<file path="src/design/tcw_pkg.sv">
// Shared types and constants for the text console writer.
`default_nettype none

package tcw_pkg;

  localparam int ROW_W  = 5;
  localparam int COL_W  = 7;
  localparam int CELL_W = ROW_W + COL_W;
  localparam int LOC_W  = 11;

  localparam logic [1:0] CMD_PUT   = 2'd0;
  localparam logic [1:0] CMD_CLEAR = 2'd1;
  localparam logic [1:0] CMD_READ  = 2'd2;

  localparam logic [7:0] CH_BS       = 8'h08;
  localparam logic [7:0] CH_TAB      = 8'h09;
  localparam logic [7:0] CH_LF       = 8'h0A;
  localparam logic [7:0] CH_CR       = 8'h0D;
  localparam logic [7:0] CH_PRINT_LO = 8'h20;
  localparam logic [7:0] CH_PRINT_HI = 8'h7F;

  localparam logic [15:0] BLANK_CELL = 16'h0F20;

  typedef struct packed {
    logic             done;
    logic [ROW_W-1:0] quot;
    logic [COL_W-1:0] rem;
  } div_res_t;

endpackage

`default_nettype wire

</file>
<file path="src/design/tcw_row_div.sv">
// Splits a linear cell index into row and column by reciprocal multiplication.
`default_nettype none

module tcw_row_div #(
  parameter int COLUMNS = 80
) (
  input  wire logic                      clk,
  input  wire logic                      rst,
  input  wire logic                      start,
  input  wire logic [tcw_pkg::LOC_W-1:0] index,
  output tcw_pkg::div_res_t              res
);

  localparam int SH = 18;
  localparam int MW = 16;
  localparam int PW = tcw_pkg::LOC_W + MW;
  localparam logic [MW-1:0] RECIP = MW'(((1 << SH) + COLUMNS - 1) / COLUMNS);

  logic [PW-1:0]             prod;
  logic [tcw_pkg::LOC_W-1:0] row_base;
  logic [tcw_pkg::LOC_W-1:0] diff;
  logic [tcw_pkg::LOC_W-1:0] index_q;
  logic [tcw_pkg::ROW_W-1:0] quot;
  logic [tcw_pkg::COL_W-1:0] rem;
  logic                      busy;
  logic                      done;

  // The quotient is exact for every index below 2048 with an 18-bit shift.
  assign prod     = PW'(index) * PW'(RECIP);
  assign row_base = tcw_pkg::LOC_W'(quot) * tcw_pkg::LOC_W'(COLUMNS);
  assign diff     = index_q - row_base;

  always_ff @(posedge clk) begin
    if (rst) begin
      busy <= 1'b0;
      done <= 1'b0;
    end else begin
      done <= 1'b0;
      if (start) begin
        quot    <= prod[SH +: tcw_pkg::ROW_W];
        index_q <= index;
        busy    <= 1'b1;
      end else if (busy) begin
        rem  <= diff[tcw_pkg::COL_W-1:0];
        busy <= 1'b0;
        done <= 1'b1;
      end
    end
  end

  assign res.done = done;
  assign res.quot = quot;
  assign res.rem  = rem;

endmodule

`default_nettype wire

</file>
<file path="config.mk">
export PLATFORM = sky130hd
export DESIGN_NAME = tcw_row_div
export DESIGN_NICKNAME = d
export VERILOG_FILES = /design/src/design/tcw_pkg.sv /design/src/design/tcw_row_div.sv
export SDC_FILE = /design/constraint.sdc
export NUM_CORES = 1
export LEC_CHECK = 0
export BUFFER_PORTS_ARGS = -buffer_cell sky130_fd_sc_hd__buf_2
export CORE_UTILIZATION = 55
export CTS_CLUSTER_SIZE = 30
export DETAILED_ROUTE_END_ITERATION = 7
export PLACE_DENSITY_LB_ADDON = 0.05
export RECOVER_POWER = 50
export SETUP_SLACK_MARGIN = 0.2
export SLEW_MARGIN = 40
export SYNTH_ARGS = -nofsm -noshare
export SYNTH_HDL_FRONTEND = slang
export SYNTH_SLANG_ARGS = --single-unit
</file>
<file path="constraint.sdc">
create_clock -name clk -period 10.7 [get_ports clk]
set_clock_uncertainty 0.1 [all_clocks]
set_input_delay 0.535 -clock clk [delete_from_list [all_inputs] [get_ports clk]]
set_output_delay 0.535 -clock clk [all_outputs]
set_load 0.1 [all_outputs]
</file>
Word-level counts from Yosys, hierarchy flattened
Cells that the tools add are included.
{"block": "totals", "register_bits": 21, "inputBits": 14}
{"block": "classes", "bitwise_logic": 2, "reduce_logical": 3, "mul": 2, "add_sub_neg": 1, "n_mux": 2}
{"operator": "$mul A11 B12 Y23 const B", "n": 1}
{"operator": "$sub A7 B7 Y7", "n": 1}
{"operator": "$mul A5 B3 Y3 const B", "n": 1}
{"operator": "$reduce_and A3 Y1", "n": 1}
{"operator": "$mux W1", "n": 2}
{"operator": "$not A1 Y1", "n": 2}
{"operator": "$reduce_and A2 Y1", "n": 1}
{"operator": "$reduce_or A2 Y1", "n": 1}

Logic depth before layout (Yosys ltp)
Gate-level depths: netlist of run 1.
{"block": "logic_depth", "ltp_word": 2, "ltp_mapped": 17}

Least setup slack after synthesis of run 1
Ideal clock, no wire load.
{"block": "synth_timing", "path_kind": "input to register", "startpoint": "input index[9] (netlist bit)", "endpoint": "register quot[4] (netlist bit), data pin", "slack_ns": 6.171, "arrival_time_ns": 4.171, "required_ns": 10.341, "stages": 15, "path_buffers": 0, "cell_sequence": "inv_1 -> ha_1 -> inv_1 -> fa_1 -> fa_1 -> inv_1 -> fa_1 -> fa_1 -> inv_1 -> ha_1 -> a21oi_1 -> a21oi_1 -> o21ai_0 -> a21oi_1 -> a211o_1"}
{"block": "synth_between", "elab_chain_len": 1}
{"item": "start: declaration", "line": "tcw_row_div.sv:10", "text": "input wire logic [tcw_pkg::LOC_W-1:0] index,"}
{"item": "$mul A11 B12 Y23", "line": "tcw_row_div.sv:29", "text": "assign prod = PW'(index) * PW'(RECIP);"}
{"item": "named net prod[22]", "line": "tcw_row_div.sv:19", "text": "logic [PW-1:0] prod;"}
{"item": "end signal: assignment", "line": "tcw_row_div.sv:40", "text": "quot <= prod[SH +: tcw_pkg::ROW_W];"}
{"item": "end: declaration", "line": "tcw_row_div.sv:23", "text": "logic [tcw_pkg::ROW_W-1:0] quot;"}
The timed path passes the listed nets, and every way through them passes these cells.
A chain may end at the register's enable or synchronous reset.

Worst setup path after layout of run 1
{"block": "layout_timing", "startpoint": "input index[5] (netlist bit)", "endpoint": "register quot[4] (netlist bit), data pin"}
The elaborated chain is that of the path after synthesis.

==> reports/qor.csv, run 1 <==
metric,value,unit
met3 WL post-DR,76,um
transition time at the pin with the least slew margin,0.982,ns
Clock Sinks,21,
GRT Total Usage,0.217,
count of cell types in the netlist,38,
Initial Util,0.568,
FMAX,0.209,GHz
DR DRC count,0,
register area share after synthesis,0.210,
"setup slack, reg-to-reg",9.03,ns
crit end category,register,
P&R area growth vs syn,8.45,%
initial antenna violation count,0,
Antenna Violating Nets Remaining,0,
H-tree lvl count,1,
Num CTS Buffers,3,
clock buffer depth,2,
mux cell area share after synthesis,0,
Synth Flop Type,edfxtp_1,
Hold Path Class,register to register,
I/O Pins,27,
grt ovf,0,
number of core rows,26,
"commonest non-fill, non-tap cells in the layout","inv_1 (75), ha_1 (67), fa_1 (32), edfxtp_1 (19), buf_2 (18)",
largest family of logic cells by synthesized area,adder cells,
final period utilization,0.448,
launching point of the worst reg2reg path,quot[0],
Inst Count DP,373,
post-cts gate resize count,0,
Crit path depth,14,
"most used cell, CP",fa_1,
most area-consuming cells after synthesis,"ha_1 (29%), fa_1 (22%), edfxtp_1 (20%)",
crit path max fanout,6,
CP endpoint,quot[4],
xor and xnor fraction of the mapped netlist area,0.0181,
share of cells above drive strength 1,0.0945,
vias in the first global route,1961,
RSZ-0062 raised after global routing,no,
# setup viols final,0,
Synth Register Bits,21,
Critical path buffers and inverters,3,
M1 WL,2480,um
"area leader, netlist",ha_1,
R2R Path End,rem[6],
Finished Layout Cells,377,
Routed wire per std cell,14.0,um
"Avg Cell Area, Syn",10.4,um2
Final Hold Vio Count,0,
async set or reset register ratio after synthesis,0,
max layer used,met4,
layout net count,421,
Worst Path Required,10.61,ns
CTS tree,built,
WL final,5270,um
first-pass GRT wire length,8860,um
MaxCap Viol Count,0,
P_leak,1.65,nW
Final min period,4.79,ns
Worst Setup Path Type,input port to register,
Setup crit start,index[5],
Port-buffer cells,26,
Die W,74.7,um
run status,"complete, no violations",
Compound-Gate Fraction of Synth Area,0.0815,
GP Congestion,0.887,
syn nets,391,
area share of the largest cell type after synthesis,0.289,
post-synthesis simple-gate area fraction,0.0810,
number of cells on the worst reg-to-reg path,4,
Layout fillers,469,
"Cell Area, Synth",2900,um2
Met2 Wirelength,2660,um
Worst path slowest cell,fa_1,
"leading cell type in the layout, fill and taps excluded",inv_1,
"Largest delay share family, worst path",adder cells,
CP Data Arrival Time,4.69,ns
Final TNS setup,0,ns
initial detailed-routing violation count,71,
Pins Over Slew Limit,0,
Startpoint Class,input port,
Die ar.,5570,um2
Worst path max stage delay,0.54,ns
Worst-path clk slew,0.07,ns
post-synthesis adder-cell area fraction,0.509,
Via Count,1929,
CTS Hold Bufs,0,
max_slew headroom,0.344,
"EDFF count, synth",19,
hpwl dp,4770,um
Diodes inserted,0,
Yosys warnings,0,
Worst-Skew Late Latency,0.25,ns
Power Density,190,nW/um2
Die Y,74.7,um
Syn Inst Count,278,
vias per cell,5.12,
maximum number of pins on one net before global-route repair,13,
Peak supply drop,96.7,uV
core region area,5110,um2
Post-CTS Setup Bufs,0,
crit-path cells,clkbuf_1 -> ha_1 -> fa_1 -> fa_1 -> inv_1 -> fa_1 -> fa_1 -> inv_1 -> ha_1 -> a21oi_1 -> a21oi_1 -> o21ai_0 -> a21oi_1 -> a211o_1,
clock tree root buffer cell,clkbuf_8,
drt pass-1 iters,4,
==> registers in the layout, summed over array words and instances (netlist names) <==
register,cells
quot,5
busy,1
done,1
index_q,7
rem,7
==> area by class of cell <==
| cell class | instances | area [um2] | area share |
|---|---|---|---|
| clock buffer | 4 | 45.0 | 0.0143 |
| inverter | 75 | 282 | 0.0894 |
| multi-input combinational | 181 | 2000 | 0.636 |
| sequential | 21 | 611 | 0.194 |
| tap | 70 | 87.6 | 0.0278 |
| timing repair buffer | 26 | 120 | 0.0382 |
==> cell usage after synthesis, types with 3 or more instances <==
cell,n
inv_1,75
ha_1,67
fa_1,32
edfxtp_1,19
a21oi_1,8
o21ai_0,7
nand2_1,6
nor2_1,6
nand3_1,5
nor3_1,5
a21o_1,4
xnor2_1,4
nand4_1,3
nor2b_1,3
nor3b_1,3
==> stage by stage <==
stage | hold slack, ns | setup WS, ns | cell area [um2] | util | power (mW)
floorplan | 0.300 | 6.17 | 2900 | - | 0.461
global placement | 0.305 | 5.87 | 3110 | 0.610 | 0.545
detailed placement | 0.305 | 5.82 | 3120 | 0.611 | 0.553
CTS | 0.321 | 6.09 | 3170 | 0.620 | 0.607
global route | 0.325 | 5.68 | 3150 | 0.616 | 0.670
finish | 0.320 | 5.91 | 3150 | 0.616 | 0.599
==> how the worst min path moves through the flow <==
stage / startpoint / endpoint / slack (ns) / depth (start not counted)
floorplan: index_q[0] / rem[0] / 0.30 / 0
global placement: index_q[3] / rem[3] / 0.31 / 0
detailed placement: index_q[0] / rem[0] / 0.30 / 0
CTS: index_q[3] / rem[3] / 0.32 / 0
global route: index_q[0] / rem[0] / 0.32 / 0
finish: index_q[3] / rem[3] / 0.32 / 0
==> layer usage <==
metal  vias to the layer above  GRT usage
met5                         -          0
met2                        25      0.399
li1                        977          -
met3                         4     0.0120
met4                         0     0.0608
met1                       923      0.277
==> where the power goes <==
group	switching [mW]	internal (mW)
Combinational	0.267	0.174
Sequential	0.00393	0.106
Clock	0.0225	0.0264
==> cells by family (layout without fill, tap and decap cells) <==
group	after synthesis	count (layout)
AO/OA/AOI/OAI	35	35
XOR/XNOR	6	6
adder cells (fa/ha/maj)	99	99
buffers and inverters	76	105
flip-flops	21	21
AND/OR/NAND/NOR	41	41
(Power assumes the default switching activity.)
==> run 2, diff against run 1 <==
- clock period: 10.7 -> 4.3 ns (I/O delays scaled with it)
==> run 2 against run 1 <==
Effect of this change:
- die area is the same
- total power grew to 3.0 times the previous value
- sequential cell count unchanged
- first-iteration DRC count rose by 30%
- final cell count increased by 6.1%
- critical endpoint unchanged
- largest power group unchanged
- combinational power rose to 3.2 times the previous value
==> reports/qor.csv, run 2 (synthesis results as in run 1) <==
metric,value,unit
Via Count,2028,
P_leak,1.75,nW
DR DRC count,0,
number of cells on the worst reg-to-reg path,4,
Final min period,3.96,ns
max_slew headroom,0.354,
Die Y,74.7,um
Hold Path Class,input port to register,
Startpoint Class,input port,
Area after DPL,3290,um2
first-pass GRT wire length,9110,um
layout net count,444,
P&R area growth vs syn,20.4,%
Finished Layout Cells,400,
I/O Pins,27,
Worst Slack Setup Final,0.341,ns
maximum number of pins on one net before global-route repair,13,
transition time at the pin with the least slew margin,0.967,ns
launching point of the worst reg2reg path,quot[0],
GP Congestion,0.873,
run status,"complete, no violations",
Hold EP,busy,
H-tree lvl count,1,
# setup viols final,0,
Antenna Violating Nets Remaining,0,
"commonest non-fill, non-tap cells in the layout","inv_1 (69), ha_1 (55), fa_1 (29), buf_2 (22), buf_4 (20)",
Peak supply drop,248,uV
fin util,0.684,
MaxCap Viol Count,0,
hold depth,2,
Worst-Skew Late Latency,0.26,ns
GRT Total Usage,0.225,
hpwl dp,4890,um
post-route design area,3500,um2
crit path max fanout,4,
Worst-path clk slew,0.07,ns
initial antenna violation count,0,
grt ovf,0,
RSZ-0062 raised after global routing,no,
Pins Over Slew Limit,0,
final period utilization,0.921,
"leading cell type in the layout, fill and taps excluded",inv_1,
vias per cell,5.07,
Layout fillers,418,
vias in the first global route,1988,
CP Data Arrival Time,3.87,ns
DP Worst Slack,-0.109,ns
"setup slack, reg-to-reg",2.62,ns
Die W,74.7,um
CTS tree,built,
Routed wire per std cell,14.0,um
Worst Setup Path Type,input port to register,
Initial Util,0.568,
share of cells above drive strength 1,0.245,
R2R Path End,rem[6],
Die ar.,5570,um2
clock buffer depth,2,
CTS Hold Bufs,0,
Worst Path Required,4.21,ns
Num CTS Buffers,3,
worst min-delay path startpoint,rst,
Port-buffer cells,26,
Power Density,510,nW/um2
Diodes inserted,0,
total power,1.78,mW
Final TNS setup,0,ns
drt pass-1 iters,4,
number of core rows,26,
Clock Sinks,21,
WL final,5590,um
FMAX,0.253,GHz
core region area,5110,um2
crit end category,register,
hold_ws,0.0618,ns
Final Hold Vio Count,0,
initial detailed-routing violation count,92,
biggest regs,"index_q: 7 flops, rem: 7 flops, quot: 5 flops",
clock tree root buffer cell,clkbuf_8,
Inst Count DP,394,
run 2: changes by cell type in the layout (fill, tap and decap cells not counted), moves of 3 or more:
cell / change
inv_1: -6
fa_2: +3
fa_1: -3
ha_4: +10
inv_2: +6
buf_4: +20
ha_1: -12
buf_2: +4
run 2: critical path, cell delays in order:
cell and delay (ns):
buf_2 0.11, inv_2 0.05, ha_4 0.25, inv_2 0.04, fa_2 0.55, fa_1 0.43
inv_2 0.07, fa_2 0.44, fa_1 0.52, inv_2 0.05, ha_4 0.29, nand3_4 0.07
nor3_2 0.18, o211ai_1 0.17, and2_4 0.20, a211o_1 0.25
run 2: power by group:
part	switching [mW]	internal [mW]	leakage, nW
Clock	0.0582	0.0645	0.0255
Combinational	0.775	0.612	1.53
Sequential	0.00958	0.263	0.192
Total	0.843	0.939	1.75
run 2: layer usage:
layer  wire [um]  global-route usage  up-vias
met5           0                   0        -
li1            -                   -     1024
met1        2530               0.297      959
met3          91              0.0120        9
met4          98              0.0629        0
met2        2870               0.401       36
run 2: layout make-up:
| type | count | area (um2) | share of cell area |
|---|---|---|---|
| clock inverters | 1 | 5.00 | 0.00143 |
| multi-input cells | 181 | 2180 | 0.625 |
| well taps | 70 | 87.6 | 0.0251 |
| clock buffers | 3 | 41.3 | 0.0118 |
| flip-flops and latches | 21 | 611 | 0.175 |
| repair buffers | 49 | 287 | 0.0820 |
| inverters | 75 | 282 | 0.0805 |
run 2: worst max-delay path by stage:
stage,slack (ns),cells past startpoint,start,to
floorplan,0.20,13,index[5],quot[4]
global placement,-0.04,14,index[6],quot[4]
detailed placement,-0.11,14,index[6],quot[4]
CTS,0.23,16,index[9],quot[4]
global route,0.19,15,index[6],quot[4]
finish,0.34,16,index[9],quot[4]
run 2: repair_timing:
action	CTS	global route
pin swaps	5	20
gates resized for setup	3	27
buffers inserted	2	0
endpoints found under the setup margin	1	5
==> run 3, diff against run 2 <==
- PLACE_DENSITY_LB_ADDON: 0.05 -> 0.1
==> run 3 against run 2 <==
Effect of this change:
- sequential cell count is the same
- count of clock-buffer cells in the layout is the same
- total power grew 2.1%
- final area grew 0.39%
- non-clock buffer count shrank 1
- die area is the same
- sequential power is essentially flat
- worst hold slack gained 0.015 ns
- sequential share of layout area shrank 0.069 points
- critical path type unchanged
- critical endpoint unchanged
- largest cell class unchanged
==> reports/qor.csv, run 3 (synthesis results as in run 1) <==
metric,value,unit
Clk pwr share,0.065,
Port-buffer cells,26,
crit end category,register,
Peak supply drop,281,uV
run status,"complete, no violations",
R2R Path End,rem[6],
P&R area growth vs syn,20.9,%
Startpoint Class,input port,
vias in the first global route,2108,
Finished Layout Cells,399,
share of cells above drive strength 1,0.264,
"Largest delay share family, worst path",adder cells,
GP Congestion,0.856,
crit-path cells,buf_2 -> inv_1 -> ha_4 -> inv_2 -> fa_1 -> fa_1 -> inv_2 -> fa_2 -> fa_1 -> inv_2 -> ha_4 -> nand3_4 -> nor3_2 -> o211ai_1 -> and2_4 -> a211o_1,
Hold Path Class,input port to register,
P_leak,1.75,nW
H-tree lvl count,1,
Antenna Violating Nets Remaining,0,
Critical path buffers and inverters,5,
Clock Sinks,21,
number of core rows,26,
Diodes inserted,0,
Setup crit start,index[9],
"commonest non-fill, non-tap cells in the layout","inv_1 (65), ha_1 (54), fa_1 (29), buf_2 (21), buf_4 (20)",
Crit path depth,16,
"setup slack, reg-to-reg",2.62,ns
grt ovf,0,
hpwl dp,4960,um
Die W,74.7,um
clock tree root buffer cell,clkbuf_8,
hold_ws,0.0764,ns
worst min-delay path startpoint,rst,
Final min period,4.03,ns
clock buffer depth,2,
Die Y,74.7,um
GRT Total Usage,0.224,
FMAX,0.248,GHz
final period utilization,0.938,
Pins Over Slew Limit,0,
maximum number of pins on one net before global-route repair,13,
fin util,0.687,
DR DRC count,0,
number of cells on the worst reg-to-reg path,4,
combinational power share,0.784,
WL final,5750,um
CTS tree,built,
Worst path slowest cell,fa_1,
Switching Share,0.475,
Reg power frac,0.150,
launching point of the worst reg2reg path,quot[0],
# setup viols final,0,
I/O Pins,27,
Layout fillers,389,
Worst-Skew Late Latency,0.25,ns
initial antenna violation count,0,
drt pass-1 iters,4,
Num CTS Buffers,3,
Worst-path clk slew,0.07,ns
Worst Path Required,4.20,ns
Sw Pwr,863,uW
transition time at the pin with the least slew margin,0.931,ns
Worst Setup Path Type,input port to register,
RSZ-0062 raised after global routing,no,
Power Density,518,nW/um2
core region area,5110,um2
Inst Count DP,394,
Worst path max stage delay,0.55,ns
first-pass GRT wire length,9230,um
Via Count,2037,
biggest regs,"index_q: 7 flops, rem: 7 flops, quot: 5 flops",
initial detailed-routing violation count,42,
CP endpoint,quot[4],
"leading cell type in the layout, fill and taps excluded",inv_1,
MaxCap Viol Count,0,
Die ar.,5570,um2
layout net count,443,
vias per cell,5.11,
crit path max fanout,4,
max_slew headroom,0.378,
CP Data Arrival Time,3.94,ns
Final Hold Vio Count,0,
Routed wire per std cell,14.4,um
Internal Power,955,uW
Initial Util,0.568,
## run 3: cell count changes in the layout (fill, tap and decap cells not counted), sizes merged
cell	before	now
buf	42	41
## run 3: per-stage QoR
step                      power (mW)  setup slack (ns)  setup TNS, ns  area (um2)
after global placement          1.43           -0.0338        -0.0338        3280
final                           1.82             0.266              0        3510
after detailed placement        1.46           -0.0881         -0.147        3290
after floorplan                 1.17             0.201              0        2920
after global routing            2.00             0.142              0        3510
after CTS                       1.65             0.240              0        3370
## run 3: cell type report
class | instances | area (um2) | share of cell area
sequential | 21 | 611 | 0.174
tap | 70 | 87.6 | 0.0250
clock buffer | 3 | 41.3 | 0.0118
multi-input combinational | 181 | 2200 | 0.626
timing repair buffer | 48 | 285 | 0.0813
clock inverter | 1 | 5.00 | 0.00143
inverter | 75 | 282 | 0.0802
## run 3: power groups by stage
stage,Combinational (mW),Clock [mW],Sequential (mW)
after floorplan,0.786,0,0.382
after global placement,1.15,0,0.277
after detailed placement,1.18,0,0.278
after CTS,1.26,0.123,0.274
after global routing,1.60,0.131,0.276
final,1.43,0.119,0.273
## run 3: worst min path at each step
stage,depth (start not counted),endpoint,slack [ns]
floorplan,1,busy,0.19
global placement,0,rem[2],0.30
detailed placement,0,rem[3],0.31
CTS,2,done,0.07
global route,2,busy,0.08
finish,2,done,0.08
## run 3: repair_timing
action,CTS,global route
resized for setup,5,31
pin swaps,5,21
endpoints found under the setup margin,1,5
hold buffers,0,0
buffers inserted,0,1
## run 3: layer usage
| metal | GRT usage | wire length [um] |
|---|---|---|
| met5 | 0 | 0 |
| met4 | 0.0734 | 94 |
| met3 | 0.0147 | 91 |
| met2 | 0.416 | 3070 |
| met1 | 0.276 | 2500 |
